**src/rtl/core/pcn_pkg.sv**
```systemverilog
// Shared types and constants for the peak calibrated normalizer.
// Used by every module under rtl/core; depends on nothing else.
package pcn_pkg;

   localparam int CHANNELS_DEFAULT    = 12;
   localparam int SAMPLE_BITS_DEFAULT = 8;
   localparam int CMD_QUEUE_DEPTH     = 2;

   localparam int CHANNEL_BITS = 4;
   localparam int SAMPLE_WIDTH = 8;
   localparam int PEAK_BITS    = 8;
   localparam int NORM_BITS    = 11;
   localparam int NORM_SHIFT   = 7;
   localparam int THRESH_BITS  = 8;

   localparam logic [NORM_BITS-1:0]   NORM_MAX        = 11'd2047;
   localparam logic [THRESH_BITS-1:0] THRESHOLD_RESET = 8'd20;

   localparam logic [1:0] ACT_CALIBRATE = 2'd0;
   localparam logic [1:0] ACT_NORMALIZE = 2'd1;
   localparam logic [1:0] ACT_PRESET    = 2'd2;

   localparam int CSR_ADDR_BITS = 3;
   localparam int CSR_DATA_BITS = 32;
   localparam logic CSR_IDX_THRESHOLD = 1'b0;

   typedef struct packed {
      logic [1:0]              action;
      logic [CHANNEL_BITS-1:0] channel;
      logic [SAMPLE_WIDTH-1:0] sample;
   } pcn_req_type;

   typedef struct packed {
      logic [CHANNEL_BITS-1:0] channel_out;
      logic [NORM_BITS-1:0]    normalized;
      logic [PEAK_BITS-1:0]    peak;
      logic                    updated;
   } pcn_rsp_type;

   typedef enum logic [2:0] {
      KIND_CALIBRATE,
      KIND_NORMALIZE,
      KIND_PRESET,
      KIND_HOLD,
      KIND_OUT_OF_RANGE
   } pcn_kind_type;

   typedef struct packed {
      pcn_kind_type            kind;
      logic [CHANNEL_BITS-1:0] channel;
      logic [SAMPLE_WIDTH-1:0] sample;
   } pcn_cmd_type;

   typedef enum logic {
      ST_IDLE,
      ST_DIVIDE
   } pcn_state_type;

endpackage

```
**src/rtl/core/pcn_front.sv**
```systemverilog
// Front end: decodes the action, checks the channel range and masks the sample.
// Depends on pcn_pkg.
module pcn_front #(
   parameter int CHANNELS    = pcn_pkg::CHANNELS_DEFAULT,
   parameter int SAMPLE_BITS = pcn_pkg::SAMPLE_BITS_DEFAULT
) (
   input  pcn_pkg::pcn_req_type req,
   output pcn_pkg::pcn_cmd_type cmd
);

   localparam int SBE = (SAMPLE_BITS < pcn_pkg::SAMPLE_WIDTH) ? SAMPLE_BITS
                                                               : pcn_pkg::SAMPLE_WIDTH;
   localparam logic [pcn_pkg::SAMPLE_WIDTH-1:0] SMP_MASK =
      pcn_pkg::SAMPLE_WIDTH'((16'd1 << SBE) - 16'd1);

   logic in_range;

   assign in_range = {1'b0, req.channel} < (pcn_pkg::CHANNEL_BITS + 1)'(CHANNELS);

   always_comb begin
      cmd.channel = req.channel;
      cmd.sample  = req.sample & SMP_MASK;
      if (!in_range) begin
         cmd.kind = pcn_pkg::KIND_OUT_OF_RANGE;
      end else begin
         unique case (req.action)
            pcn_pkg::ACT_CALIBRATE: cmd.kind = pcn_pkg::KIND_CALIBRATE;
            pcn_pkg::ACT_NORMALIZE: cmd.kind = pcn_pkg::KIND_NORMALIZE;
            pcn_pkg::ACT_PRESET:    cmd.kind = pcn_pkg::KIND_PRESET;
            default:                cmd.kind = pcn_pkg::KIND_HOLD;
         endcase
      end
   end

endmodule

```
**src/rtl/core/pcn_cmd_queue.sv**
```systemverilog
// Short command queue between front end and back end.
// Depends on pcn_pkg for the command type.
module pcn_cmd_queue #(
   parameter int DEPTH = pcn_pkg::CMD_QUEUE_DEPTH
) (
   input  logic                 clock,
   input  logic                 reset,
   input  logic                 push,
   input  pcn_pkg::pcn_cmd_type push_cmd,
   output logic                 full,
   input  logic                 pop,
   output pcn_pkg::pcn_cmd_type head_cmd,
   output logic                 empty
);

   localparam int PW = (DEPTH > 1) ? $clog2(DEPTH) : 1;
   localparam int CW = $clog2(DEPTH + 1);

   pcn_pkg::pcn_cmd_type entry_ff [DEPTH];
   pcn_pkg::pcn_cmd_type entry_in [DEPTH];
   logic [PW-1:0] wr_ptr_ff, wr_ptr_in, rd_ptr_ff, rd_ptr_in;
   logic [CW-1:0] count_ff, count_in;
   logic          push_ok, pop_ok;

   assign full     = count_ff == CW'(DEPTH);
   assign empty    = count_ff == '0;
   assign push_ok  = push && !full;
   assign pop_ok   = pop && !empty;
   assign head_cmd = entry_ff[rd_ptr_ff];

   always_comb begin
      entry_in  = entry_ff;
      wr_ptr_in = wr_ptr_ff;
      rd_ptr_in = rd_ptr_ff;
      count_in  = count_ff;
      if (push_ok) begin
         entry_in[wr_ptr_ff] = push_cmd;
         wr_ptr_in = (wr_ptr_ff == PW'(DEPTH - 1)) ? '0 : wr_ptr_ff + PW'(1);
      end
      if (pop_ok) begin
         rd_ptr_in = (rd_ptr_ff == PW'(DEPTH - 1)) ? '0 : rd_ptr_ff + PW'(1);
      end
      if (push_ok && !pop_ok) begin
         count_in = count_ff + CW'(1);
      end else if (pop_ok && !push_ok) begin
         count_in = count_ff - CW'(1);
      end
   end

   always_ff @(posedge clock) begin
      entry_ff <= entry_in;
      if (reset) begin
         wr_ptr_ff <= '0;
         rd_ptr_ff <= '0;
         count_ff  <= '0;
      end else begin
         wr_ptr_ff <= wr_ptr_in;
         rd_ptr_ff <= rd_ptr_in;
         count_ff  <= count_in;
      end
   end

endmodule

```
**src/rtl/core/pcn_back.sv**
```systemverilog
// Back end: channel stores, restoring divider and result register.
// Depends on pcn_pkg.
module pcn_back #(
   parameter int CHANNELS = pcn_pkg::CHANNELS_DEFAULT
) (
   input  logic                                  clock,
   input  logic                                  reset,
   input  pcn_pkg::pcn_cmd_type                  cmd,
   input  logic                                  cmd_valid,
   output logic                                  cmd_pop,
   input  logic [pcn_pkg::THRESH_BITS-1:0]       threshold,
   output pcn_pkg::pcn_rsp_type                  rsp,
   output logic                                  rsp_valid,
   input  logic                                  rsp_pop
);

   localparam int IW   = (CHANNELS > 1) ? $clog2(CHANNELS) : 1;
   localparam int DW   = pcn_pkg::PEAK_BITS + pcn_pkg::NORM_BITS;
   localparam int CNTW = $clog2(pcn_pkg::NORM_BITS);
   localparam int NB   = pcn_pkg::NORM_BITS;

   pcn_pkg::pcn_state_type state_ff, state_in;
   logic [pcn_pkg::PEAK_BITS-1:0] peak_ff [CHANNELS];
   logic [pcn_pkg::PEAK_BITS-1:0] peak_in [CHANNELS];
   logic [NB-1:0]                 norm_ff [CHANNELS];
   logic [NB-1:0]                 norm_in [CHANNELS];
   logic [DW-1:0]   rem_ff, rem_in, div_ff, div_in;
   logic [NB-1:0]   quo_ff, quo_in, quo_next;
   logic [CNTW-1:0] count_ff, count_in;
   logic [IW-1:0]   idx_ff, idx_in, idx;
   logic [pcn_pkg::CHANNEL_BITS-1:0] chan_ff, chan_in;
   pcn_pkg::pcn_rsp_type out_ff, out_in;
   logic            out_valid_ff, out_valid_in;

   logic [pcn_pkg::PEAK_BITS-1:0] cur_peak;
   logic [NB-1:0]                 cur_norm;
   logic [DW-1:0]                 dividend;
   logic                          start, div_ok, sat, go_divide, fits;

   assign idx      = cmd.channel[IW-1:0];
   assign cur_peak = peak_ff[idx];
   assign cur_norm = norm_ff[idx];
   assign dividend = DW'(cmd.sample) << pcn_pkg::NORM_SHIFT;
   assign div_ok   = (cur_peak != '0) && (cur_peak >= threshold);
   assign sat      = dividend >= (DW'(cur_peak) << NB);
   assign start    = (state_ff == pcn_pkg::ST_IDLE) && cmd_valid
                     && (!out_valid_ff || rsp_pop);
   assign go_divide = start && (cmd.kind == pcn_pkg::KIND_NORMALIZE) && div_ok && !sat;
   assign fits     = rem_ff >= div_ff;
   assign quo_next = {quo_ff[NB-2:0], fits};

   assign cmd_pop   = start;
   assign rsp       = out_ff;
   assign rsp_valid = out_valid_ff;

   always_comb begin
      state_in = state_ff;
      unique case (state_ff)
         pcn_pkg::ST_IDLE: begin
            if (go_divide) state_in = pcn_pkg::ST_DIVIDE;
         end
         pcn_pkg::ST_DIVIDE: begin
            if (count_ff == '0) state_in = pcn_pkg::ST_IDLE;
         end
         default: state_in = pcn_pkg::ST_IDLE;
      endcase
   end

   always_comb begin
      peak_in      = peak_ff;
      norm_in      = norm_ff;
      rem_in       = rem_ff;
      div_in       = div_ff;
      quo_in       = quo_ff;
      count_in     = count_ff;
      idx_in       = idx_ff;
      chan_in      = chan_ff;
      out_in       = out_ff;
      out_valid_in = out_valid_ff && !rsp_pop;
      unique case (state_ff)
         pcn_pkg::ST_IDLE: begin
            if (start) begin
               out_in.channel_out = cmd.channel;
               out_in.normalized  = cur_norm;
               out_in.peak        = cur_peak;
               out_in.updated     = 1'b0;
               out_valid_in       = 1'b1;
               case (cmd.kind)
                  pcn_pkg::KIND_CALIBRATE: begin
                     if (cmd.sample > cur_peak) begin
                        peak_in[idx] = cmd.sample;
                        out_in.peak  = cmd.sample;
                     end
                  end
                  pcn_pkg::KIND_PRESET: begin
                     peak_in[idx] = cmd.sample;
                     out_in.peak  = cmd.sample;
                  end
                  pcn_pkg::KIND_NORMALIZE: begin
                     if (div_ok && sat) begin
                        norm_in[idx]      = pcn_pkg::NORM_MAX;
                        out_in.normalized = pcn_pkg::NORM_MAX;
                        out_in.updated    = 1'b1;
                     end else if (div_ok) begin
                        out_valid_in = out_valid_ff && !rsp_pop;
                        rem_in       = dividend;
                        div_in       = DW'(cur_peak) << (NB - 1);
                        quo_in       = '0;
                        count_in     = CNTW'(NB - 1);
                        idx_in       = idx;
                        chan_in      = cmd.channel;
                     end
                  end
                  pcn_pkg::KIND_OUT_OF_RANGE: begin
                     out_in.normalized = '0;
                     out_in.peak       = '0;
                  end
                  default: begin
                  end
               endcase
            end
         end
         pcn_pkg::ST_DIVIDE: begin
            if (fits) rem_in = rem_ff - div_ff;
            div_in   = div_ff >> 1;
            quo_in   = quo_next;
            count_in = count_ff - CNTW'(1);
            if (count_ff == '0) begin
               norm_in[idx_ff]    = quo_next;
               out_in.channel_out = chan_ff;
               out_in.normalized  = quo_next;
               out_in.peak        = peak_ff[idx_ff];
               out_in.updated     = 1'b1;
               out_valid_in       = 1'b1;
            end
         end
         default: begin
         end
      endcase
   end

   always_ff @(posedge clock) begin
      rem_ff   <= rem_in;
      div_ff   <= div_in;
      quo_ff   <= quo_in;
      count_ff <= count_in;
      idx_ff   <= idx_in;
      chan_ff  <= chan_in;
      out_ff   <= out_in;
      if (reset) begin
         state_ff     <= pcn_pkg::ST_IDLE;
         out_valid_ff <= 1'b0;
         for (int i = 0; i < CHANNELS; i++) begin
            peak_ff[i] <= '0;
            norm_ff[i] <= '0;
         end
      end else begin
         state_ff     <= state_in;
         out_valid_ff <= out_valid_in;
         peak_ff      <= peak_in;
         norm_ff      <= norm_in;
      end
   end

endmodule

```
**src/rtl/core/peak_calibrated_normalizer_unit.sv**
```systemverilog
// Calibrate, preset, hold, out-of-range and non-dividing normalize items show a result in
// the output register in the cycle after acceptance; a dividing normalize first runs the
// 11-step restoring divider. The back end takes one item per cycle for simple actions while
// the output register is free or popped, and takes no new item while a division runs.
// Two commands queue ahead of the back end, one result waits in the output register.
// Synchronous active-high reset zeroes both channel stores and sets the threshold to 20.
module peak_calibrated_normalizer_unit #(
   parameter int CHANNELS    = pcn_pkg::CHANNELS_DEFAULT,
   parameter int SAMPLE_BITS = pcn_pkg::SAMPLE_BITS_DEFAULT
) (
   input  logic                                clock,
   input  logic                                reset,
   input  logic                                push,
   input  pcn_pkg::pcn_req_type                req_payload,
   output logic                                full,
   output logic                                empty,
   input  logic                                pop,
   output pcn_pkg::pcn_rsp_type                rsp_payload,
   input  logic                                psel,
   input  logic                                penable,
   input  logic                                pwrite,
   input  logic [pcn_pkg::CSR_ADDR_BITS-1:0]   paddr,
   input  logic [pcn_pkg::CSR_DATA_BITS-1:0]   pwdata,
   output logic [pcn_pkg::CSR_DATA_BITS-1:0]   prdata,
   output logic                                pready
);

   logic [pcn_pkg::THRESH_BITS-1:0] thresh_ff, thresh_in;
   logic                            csr_write;
   pcn_pkg::pcn_cmd_type            front_cmd, head_cmd;
   logic                            q_empty, q_pop, rsp_valid;

   assign pready    = 1'b1;
   assign csr_write = psel && penable && pwrite && pready;

   always_comb begin
      thresh_in = thresh_ff;
      if (csr_write && paddr[2] == pcn_pkg::CSR_IDX_THRESHOLD) begin
         thresh_in = pwdata[pcn_pkg::THRESH_BITS-1:0];
      end
      prdata = '0;
      if (paddr[2] == pcn_pkg::CSR_IDX_THRESHOLD) begin
         prdata = pcn_pkg::CSR_DATA_BITS'(thresh_ff);
      end
   end

   always_ff @(posedge clock) begin
      if (reset) begin
         thresh_ff <= pcn_pkg::THRESHOLD_RESET;
      end else begin
         thresh_ff <= thresh_in;
      end
   end

   pcn_front #(
      .CHANNELS    (CHANNELS),
      .SAMPLE_BITS (SAMPLE_BITS)
   ) u_front (
      .req (req_payload),
      .cmd (front_cmd)
   );

   pcn_cmd_queue #(
      .DEPTH (pcn_pkg::CMD_QUEUE_DEPTH)
   ) u_queue (
      .clock    (clock),
      .reset    (reset),
      .push     (push),
      .push_cmd (front_cmd),
      .full     (full),
      .pop      (q_pop),
      .head_cmd (head_cmd),
      .empty    (q_empty)
   );

   pcn_back #(
      .CHANNELS (CHANNELS)
   ) u_back (
      .clock     (clock),
      .reset     (reset),
      .cmd       (head_cmd),
      .cmd_valid (!q_empty),
      .cmd_pop   (q_pop),
      .threshold (thresh_ff),
      .rsp       (rsp_payload),
      .rsp_valid (rsp_valid),
      .rsp_pop   (pop)
   );

   assign empty = !rsp_valid;

endmodule
```
**config.mk**
```make
export PLATFORM = sky130hd
export DESIGN_NAME = peak_calibrated_normalizer_unit
export DESIGN_NICKNAME = d
export VERILOG_FILES = /design/src/rtl/core/pcn_pkg.sv /design/src/rtl/core/pcn_front.sv /design/src/rtl/core/pcn_cmd_queue.sv /design/src/rtl/core/pcn_back.sv /design/src/rtl/core/peak_calibrated_normalizer_unit.sv
export SDC_FILE = /design/constraint.sdc
export NUM_CORES = 1
export LEC_CHECK = 0
export BUFFER_PORTS_ARGS = -buffer_cell sky130_fd_sc_hd__buf_2
export CAP_MARGIN = 0
export CORE_ASPECT_RATIO = 0.5
export CORE_MARGIN = 2
export CORE_UTILIZATION = 66
export CTS_CLUSTER_SIZE = 16
export DETAILED_ROUTE_END_ITERATION = 8
export GPL_TIMING_DRIVEN = 0
export PLACE_DENSITY = 0.91
export SYNTH_ARGS = -nofsm -noshare
export SYNTH_HDL_FRONTEND = slang
export SYNTH_SLANG_ARGS = --single-unit
```
**constraint.sdc**
```tcl
create_clock -name clock -period 7.65 [get_ports clock]
set_clock_uncertainty 0.15 [all_clocks]
set_input_delay 0.765 -clock clock [delete_from_list [all_inputs] [get_ports clock]]
set_output_delay 0.765 -clock clock [all_outputs]
set_load 0.1 [all_outputs]
```
== Yosys cells after proc, flatten, opt, wreduce, memory -nomap -nowiden ==
Index checks and enable logic that the tools add are counted.

* Register bits: 352
* Bits of input ports: 56
* Output and inout bits: 59
* Word-level logic and storage cells: 200

* $add $sub $neg: 6
* Order comparisons: 12
* Equality and inequality tests: 14
* Mux-type cells: 76
* Bitwise operators: 8
* Reductions and logical operators: 39

{| class="wikitable"
|+ Operator list
! kind !! number
|-
| two-way mux 132 bit || 4
|-
| one-hot mux 132 bit (2 select lines) || 1
|-
| one-hot mux 96 bit (2 select lines) || 1
|-
| two-way mux 19 bit || 9
|-
| bitwise mux 132 bit || 1
|-
| bitwise OR 132 bit || 1
|-
| bitwise mux 96 bit || 1
|-
| two-way mux 96 bit || 1
|-
| demux 11 bit (select 4 bit) || 2
|-
| one-hot mux 19 bit (2 select lines) || 2
|-
| binary-select mux 8 bit (select 4 bit) || 2
|-
| two-way mux 15 bit || 4
|-
| two-way mux 8 bit || 7
|-
| two-way mux 11 bit || 5
|-
| two-way mux 24 bit || 2
|-
| one-hot mux 24 bit (2 select lines) || 1
|-
| binary-select mux 11 bit (select 4 bit) || 1
|-
| two-way mux 10 bit || 4
|-
| demux 8 bit (select 4 bit) || 1
|-
| bitwise mux 30 bit || 1
|-
| one-hot mux 8 bit (3 select lines) || 1
|-
| one-hot mux 11 bit (2 select lines) || 1
|-
| one-hot mux 10 bit (2 select lines) || 1
|-
| >= comparator 15 x 19 -> 1 bit || 1
|-
| other kinds (42) || 100
|}

== Longest topological paths before layout ==
* Depth after elaboration: 15
* Gate-level depth with buffers: 21
* Mapped depth without buffers: 17

== Cells and area by module ==
Synthesis repeated with hierarchy kept, for this count alone.

* Cell total of the unflattened synthesis: 2043
* Area total of the unflattened synthesis: 18966.9 um^2

{| class="wikitable"
|+ Modules (own cells, without submodules)
! module !! instances !! cells each !! area an instance (um^2) !! seq. area each (um^2)
|-
| pcn_back || 1 || 1886 || 16951.3 || 6976.7
|-
| pcn_cmd_queue || 1 || 70 || 1276.2 || 980.9
|-
| peak_calibrated_normalizer_unit || 1 || 72 || 628.1 || 160.2
|-
| pcn_front || 1 || 15 || 111.4 || 0.0
|}

== Worst setup path before layout ==
OpenSTA, ideal clock, no wires.

* Path kind: register -> register
* From: reg u_queue.rd_ptr_ff
* To: reg u_back.count_ff[0] (enable)
* Setup time: 0.375 ns
* Arrival: 4.227 ns
* Required time: 7.125 ns
* Setup slack: 2.898 ns
* Stages on the path, launching flop included: 15
* Buffers on the path: 4
* Period minus slack after synthesis: 4.752 ns
* Path through: dfxtp_1 buf_6 clkbuf_1 clkbuf_1 mux2i_1 clkbuf_1 inv_1 ha_1 a21oi_1 o21ai_0 a21o_1 a21oi_1 a21oi_1 nor3_1 or2_2

{| class="wikitable"
|+ RTL lines
! element !! RTL line !! source
|-
| start, declared || pcn_cmd_queue.sv:21 || <nowiki>logic [PW-1:0] wr_ptr_ff, wr_ptr_in, rd_ptr_ff, rd_ptr_in;</nowiki>
|-
| start signal, assigned || pcn_cmd_queue.sv:58 || <nowiki>rd_ptr_ff <= rd_ptr_in;</nowiki>
|-
| end signal, assigned || pcn_back.sv:146 || <nowiki>count_ff <= count_in;</nowiki>
|-
| end, declared || pcn_back.sv:29 || <nowiki>logic [CNTW-1:0] count_ff, count_in;</nowiki>
|}

==> impl_summary.log <==
INFO  metric status = finished with violations
INFO  metric violations_in_the_final_reports = capacitance limit, slew limit
INFO  metric cts_buffers = 31
INFO  metric largest_family_of_logic_cells_by_synthesized_area = compound AO/OA/AOI/OAI gates
INFO  metric path_cells = buf_6, clkbuf_1, clkbuf_1, mux2i_2, clkbuf_1, inv_1, ha_1, nand3_1, nor3_1, a21o_1, a31oi_1, o22ai_1, clkbuf_1, nor3b_1, clkbuf_1, nor2_1, a211oi_1
INFO  metric h_tree_lvls = 1
INFO  metric clk_root_buffer_cell = sky130_fd_sc_hd__clkbuf_16
INFO  metric setup_repair_after_global_routing_missed_its_margin = true
INFO  metric rr_worst_depth = 17
INFO  metric ioPinCount = around 120
INFO  metric r2r_setup_slack = around 0.081 ns
INFO  metric worst_setup_path_start_kind = register
INFO  metric worst_ir_drop_vdd = around 0.22 mV
INFO  metric rows = 43
INFO  metric via_per_inst = 6.82
INFO  metric hold_path_depth = 1
INFO  metric ratio_of_final_minimum_period_to_clock_period = 0.989
INFO  metric number_of_synthesized_register_bits = approximately 350
INFO  metric globalRouteTotalUtil = 0.417
INFO  metric holdCritPathClass = in2reg
INFO  metric synth.top_cells.by_area = sky130_fd_sc_hd__dfxtp_1 26%, sky130_fd_sc_hd__edfxtp_1 18%, sky130_fd_sc_hd__a21oi_1 5.9%
INFO  metric sequential_fraction_of_the_synthesis_area = 0.440
INFO  metric final_hold_viol_count = 0
INFO  metric clock_sinks = ~350
INFO  metric layout.filler_cells = 1995
INFO  metric critical-path-slowest-cell = sky130_fd_sc_hd__nor3b_1
INFO  metric combinationalPowerShare = 0.363
INFO  metric tightest_slew = 1.49 ns
INFO  metric dpl.hpwl = 43300 um
INFO  metric ys_types = 74
INFO  metric initial_utilization = 0.668
INFO  metric design_area_final = roughly 20000 um^2
INFO  metric drive_gt1_frac = 0.122
INFO  metric firstDrtPassIters = 7
INFO  metric die_w = 240 um
INFO  metric timing.max_cap.violations = 2
INFO  metric cp_max_fo = 10
INFO  metric layout_setup_ws = 0.0808 ns
INFO  metric finish.net_count = between 2000 and 2500
INFO  metric fmax = roughly 130 MHz
INFO  metric hold_start = req_payload[5]
INFO  metric drt_drc_violations_left = 0
INFO  metric total_power = between 6 and 7 mW
INFO  metric wl_per_cell = between 20 and 25 um
INFO  metric synth_compound_gate_area_share = 0.227
INFO  metric cts_hold_buffers = 0
INFO  metric static-leakage-power = between 7 and 8 nW
INFO  metric grt_pass1_vias = approximately 17000
INFO  metric global_route_wire_length_before_repair = approximately 93000 um
INFO  metric post_synth.cell_area_avg = a little over 9 um^2
INFO  metric synth-warning-count = 0
INFO  metric synthesized_area_fraction_occupied_by_and_or_nand_nor_cells = 0.138
INFO  metric post-route-min-period = about 7.6 ns
INFO  metric postCtsSetupRepairBufs = 0
INFO  metric library_cell_appearing_most_often_on_the_critical_path = sky130_fd_sc_hd__clkbuf_1
INFO  metric largest_net_degree_at_the_start_of_global_routing = 34
INFO  metric slowest_delay = around 1.1 ns
INFO  metric areaGrowthSynthToFinish = 10.9%
INFO  metric power.share.switching = 0.410
INFO  metric count_of_port_buffers_added_during_placement = 61
INFO  metric slew_viol_final = 9
INFO  metric die_height = 122 um
INFO  metric synthesis.area = roughly 18000 um^2
INFO  metric net-switching-power = roughly 2.5 mW
INFO  metric worst_skew_late_latency = approximately 0.61 ns
INFO  metric final-setup-viol-count = 0
INFO  metric detailroute.via_count = ~17000
INFO  metric design.core.area = about 28000 um^2
INFO  metric clock_path_buffers = 3
INFO  metric wirelength = 61300 um
INFO  metric criticalPathCategory = reg2reg
INFO  metric netlist.top_cell.by_area = sky130_fd_sc_hd__dfxtp_1
INFO  metric clk_transition_reported_paths = approximately 0.07 ns
INFO  metric post_route_ant_nets = 0
INFO  metric pwr-share-clk = 0.283
INFO  metric placedInstanceArea = 19300 um^2
INFO  metric timing.max_slew.rel_slack = -0.0246
INFO  metric post_cts.resized_instances = 0
INFO  metric grt_overflow = 0
INFO  metric critical_path.n_buffers_inverters = 7
INFO  metric timing.critical_path.required = approximately 8.0 ns
INFO  metric clock_tree_from_tritoncts = yes
INFO  metric r2r_end = u_back.peak_ff[61]
INFO  metric yosys-mux-area-fraction = 0.0862
INFO  metric synthCells = 2027
INFO  metric global_placer_s_final_weighted_congestion = around 1.0
INFO  metric synthArstFlopShare = 0
INFO  metric antenna_found_initial = 1
INFO  metric r2r-start = u_queue.rd_ptr_ff
INFO  metric die_area = between 20000 and 30000 um^2
INFO  metric hold_path_end = u_queue.entry_ff[5]
INFO  metric synth_enable_flop_cells = 109
INFO  metric worst_path_arrival = approximately 8 ns
INFO  metric adder_and_majority_cell_fraction_of_the_synthesized_area = 0.0282
INFO  metric yosysTopAreaCellShare = 0.263
INFO  metric gate_family_responsible_for_the_most_delay_along_the_worst_path = buffers and inverters
INFO  metric placement.setup.worst_slack = between 0.3 and 0.4 ns
INFO  metric power.sequential.fraction = 0.353
INFO  metric synth_flop_cell = sky130_fd_sc_hd__dfxtp_1
INFO  metric internal_power = about 3.6 mW
INFO  metric power_per_cell_area = just under 300 nW/um^2
INFO  metric drt_iter0_markers = around 3000
INFO  metric worstSetupEndpointType = register
INFO  metric synth_xor_xnor_area_share = 0.00855
[power groups by stage]
stage                     Clock (mW)  Sequential [mW]  Combinational, mW
after floorplan                    0             2.60               1.11
after global placement             0             2.18               2.06
after detailed placement           0             2.19               2.10
after CTS                       1.71             2.15               2.11
after global routing            1.78             2.16               2.28
final                           1.73             2.15               2.21
[cell usage after synthesis, types with 27 or more instances]
library cell / count
sky130_fd_sc_hd__a211oi_1: 125
sky130_fd_sc_hd__a21oi_1: 219
sky130_fd_sc_hd__clkbuf_1: 130
sky130_fd_sc_hd__dfxtp_1: 242
sky130_fd_sc_hd__edfxtp_1: 109
sky130_fd_sc_hd__ha_1: 40
sky130_fd_sc_hd__inv_1: 125
sky130_fd_sc_hd__mux2i_1: 43
sky130_fd_sc_hd__mux4_2: 41
sky130_fd_sc_hd__nand2_1: 182
sky130_fd_sc_hd__nor2_1: 192
sky130_fd_sc_hd__nor2b_1: 27
sky130_fd_sc_hd__nor3_1: 41
sky130_fd_sc_hd__o21ai_0: 83
sky130_fd_sc_hd__o21ai_2: 30
sky130_fd_sc_hd__o31ai_1: 54
[through the flow]
step,std cells,util,TNS [ns],hold WS [ns]
final,2554,0.741,0,0.199
after global routing,2553,0.741,-0.134,0.203
after CTS,2552,0.740,0,0.198
after detailed placement,2494,0.701,0,0.296
after global placement,2493,0.700,0,0.292
after floorplan,2050,-,0,0.282
[sequential cells by signal (all words and copies together), names as in the netlist, 2 cells and up]
| name | count |
|---|---|
| u_back.norm_ff | 132 |
| u_back.peak_ff | 96 |
| u_queue.entry_ff | 30 |
| u_back.rsp | 24 |
| u_back.rem_ff | 19 |
| u_back.div_ff | 18 |
| u_back.quo_ff | 10 |
| thresh_ff | 8 |
| u_back.count_ff | 4 |
| u_back.idx_ff | 4 |
| u_queue.count_ff | 2 |
[cells by family (layout without fill, tap and decap cells)]
group | after synthesis | in the layout
DFF | 351 | 351
buffers and inverters | 313 | 434
AOI/OAI and AO/OA | 642 | 642
xor gates and xnor gates | 18 | 18
other | 2 | 26
adders and majority gates | 41 | 41
muxes | 104 | 104
and+or+nand+nor | 556 | 556
[layout by cell type, fill, tap and decap left out, types with 8 or more instances in the layout]
cell and n:
sky130_fd_sc_hd__o21ai_2 30, sky130_fd_sc_hd__buf_2 69, sky130_fd_sc_hd__mux2_2 19, sky130_fd_sc_hd__xnor2_1 11, sky130_fd_sc_hd__o22ai_1 16, sky130_fd_sc_hd__inv_1 125, sky130_fd_sc_hd__a211oi_1 125, sky130_fd_sc_hd__conb_1 25
sky130_fd_sc_hd__o211ai_1 22, sky130_fd_sc_hd__clkbuf_16 31, sky130_fd_sc_hd__nand2b_1 8, sky130_fd_sc_hd__buf_4 28, sky130_fd_sc_hd__nor2_1 191, sky130_fd_sc_hd__o31ai_1 54, sky130_fd_sc_hd__nor2b_1 27, sky130_fd_sc_hd__nor3_1 40
sky130_fd_sc_hd__nand2_1 182, sky130_fd_sc_hd__dfxtp_1 242, sky130_fd_sc_hd__a21o_1 10, sky130_fd_sc_hd__a21oi_1 219, sky130_fd_sc_hd__a311oi_1 14, sky130_fd_sc_hd__and3_1 16, sky130_fd_sc_hd__edfxtp_1 109, sky130_fd_sc_hd__nor3b_1 15
sky130_fd_sc_hd__and2_1 23, sky130_fd_sc_hd__o21ai_0 83, sky130_fd_sc_hd__clkbuf_1 137, sky130_fd_sc_hd__mux2i_1 42, sky130_fd_sc_hd__a31oi_1 17, sky130_fd_sc_hd__nand3_1 16, sky130_fd_sc_hd__mux4_2 41, sky130_fd_sc_hd__ha_1 40
sky130_fd_sc_hd__buf_1 16
[worst max-delay path by stage]
stage                      start                  to  slack, ns  cells after the start
4_1_cts        u_queue.rd_ptr_ff  u_back.peak_ff[45]       0.30                     17
3_3_place_gp   u_queue.rd_ptr_ff  u_back.peak_ff[70]       0.45                     17
5_1_grt        u_queue.rd_ptr_ff  u_back.peak_ff[62]      -0.05                     17
6_report       u_queue.rd_ptr_ff  u_back.peak_ff[61]       0.08                     17
3_5_place_dp   u_queue.rd_ptr_ff  u_back.peak_ff[69]       0.34                     17
2_1_floorplan  u_queue.rd_ptr_ff  u_back.count_ff[0]       2.90                     14
[area by class of cell]
type	count	area [um^2]	area share
Multi-Input combinational cell	1386	9120	0.446
Sequential cell	351	8120	0.397
Clock buffer	42	857	0.0419
Buffer	185	840	0.0411
Inverter	128	480	0.0235
Tap cell	382	478	0.0234
Timing Repair Buffer	63	320	0.0157
Clock inverter	16	235	0.0115
Antenna cell	1	2.50	0.000122
[layer usage]
layer	share of wire	vias to the layer above	GRT usage	wire [um]
met5	0	-	0	0
met4	0.071	0	0.252	4330
met3	0.14	372	0.130	8810
met2	0.42	1448	0.631	25700
met1	0.37	8057	0.528	22400
li1	-	7531	-	-
(Power assumes the default switching activity.)
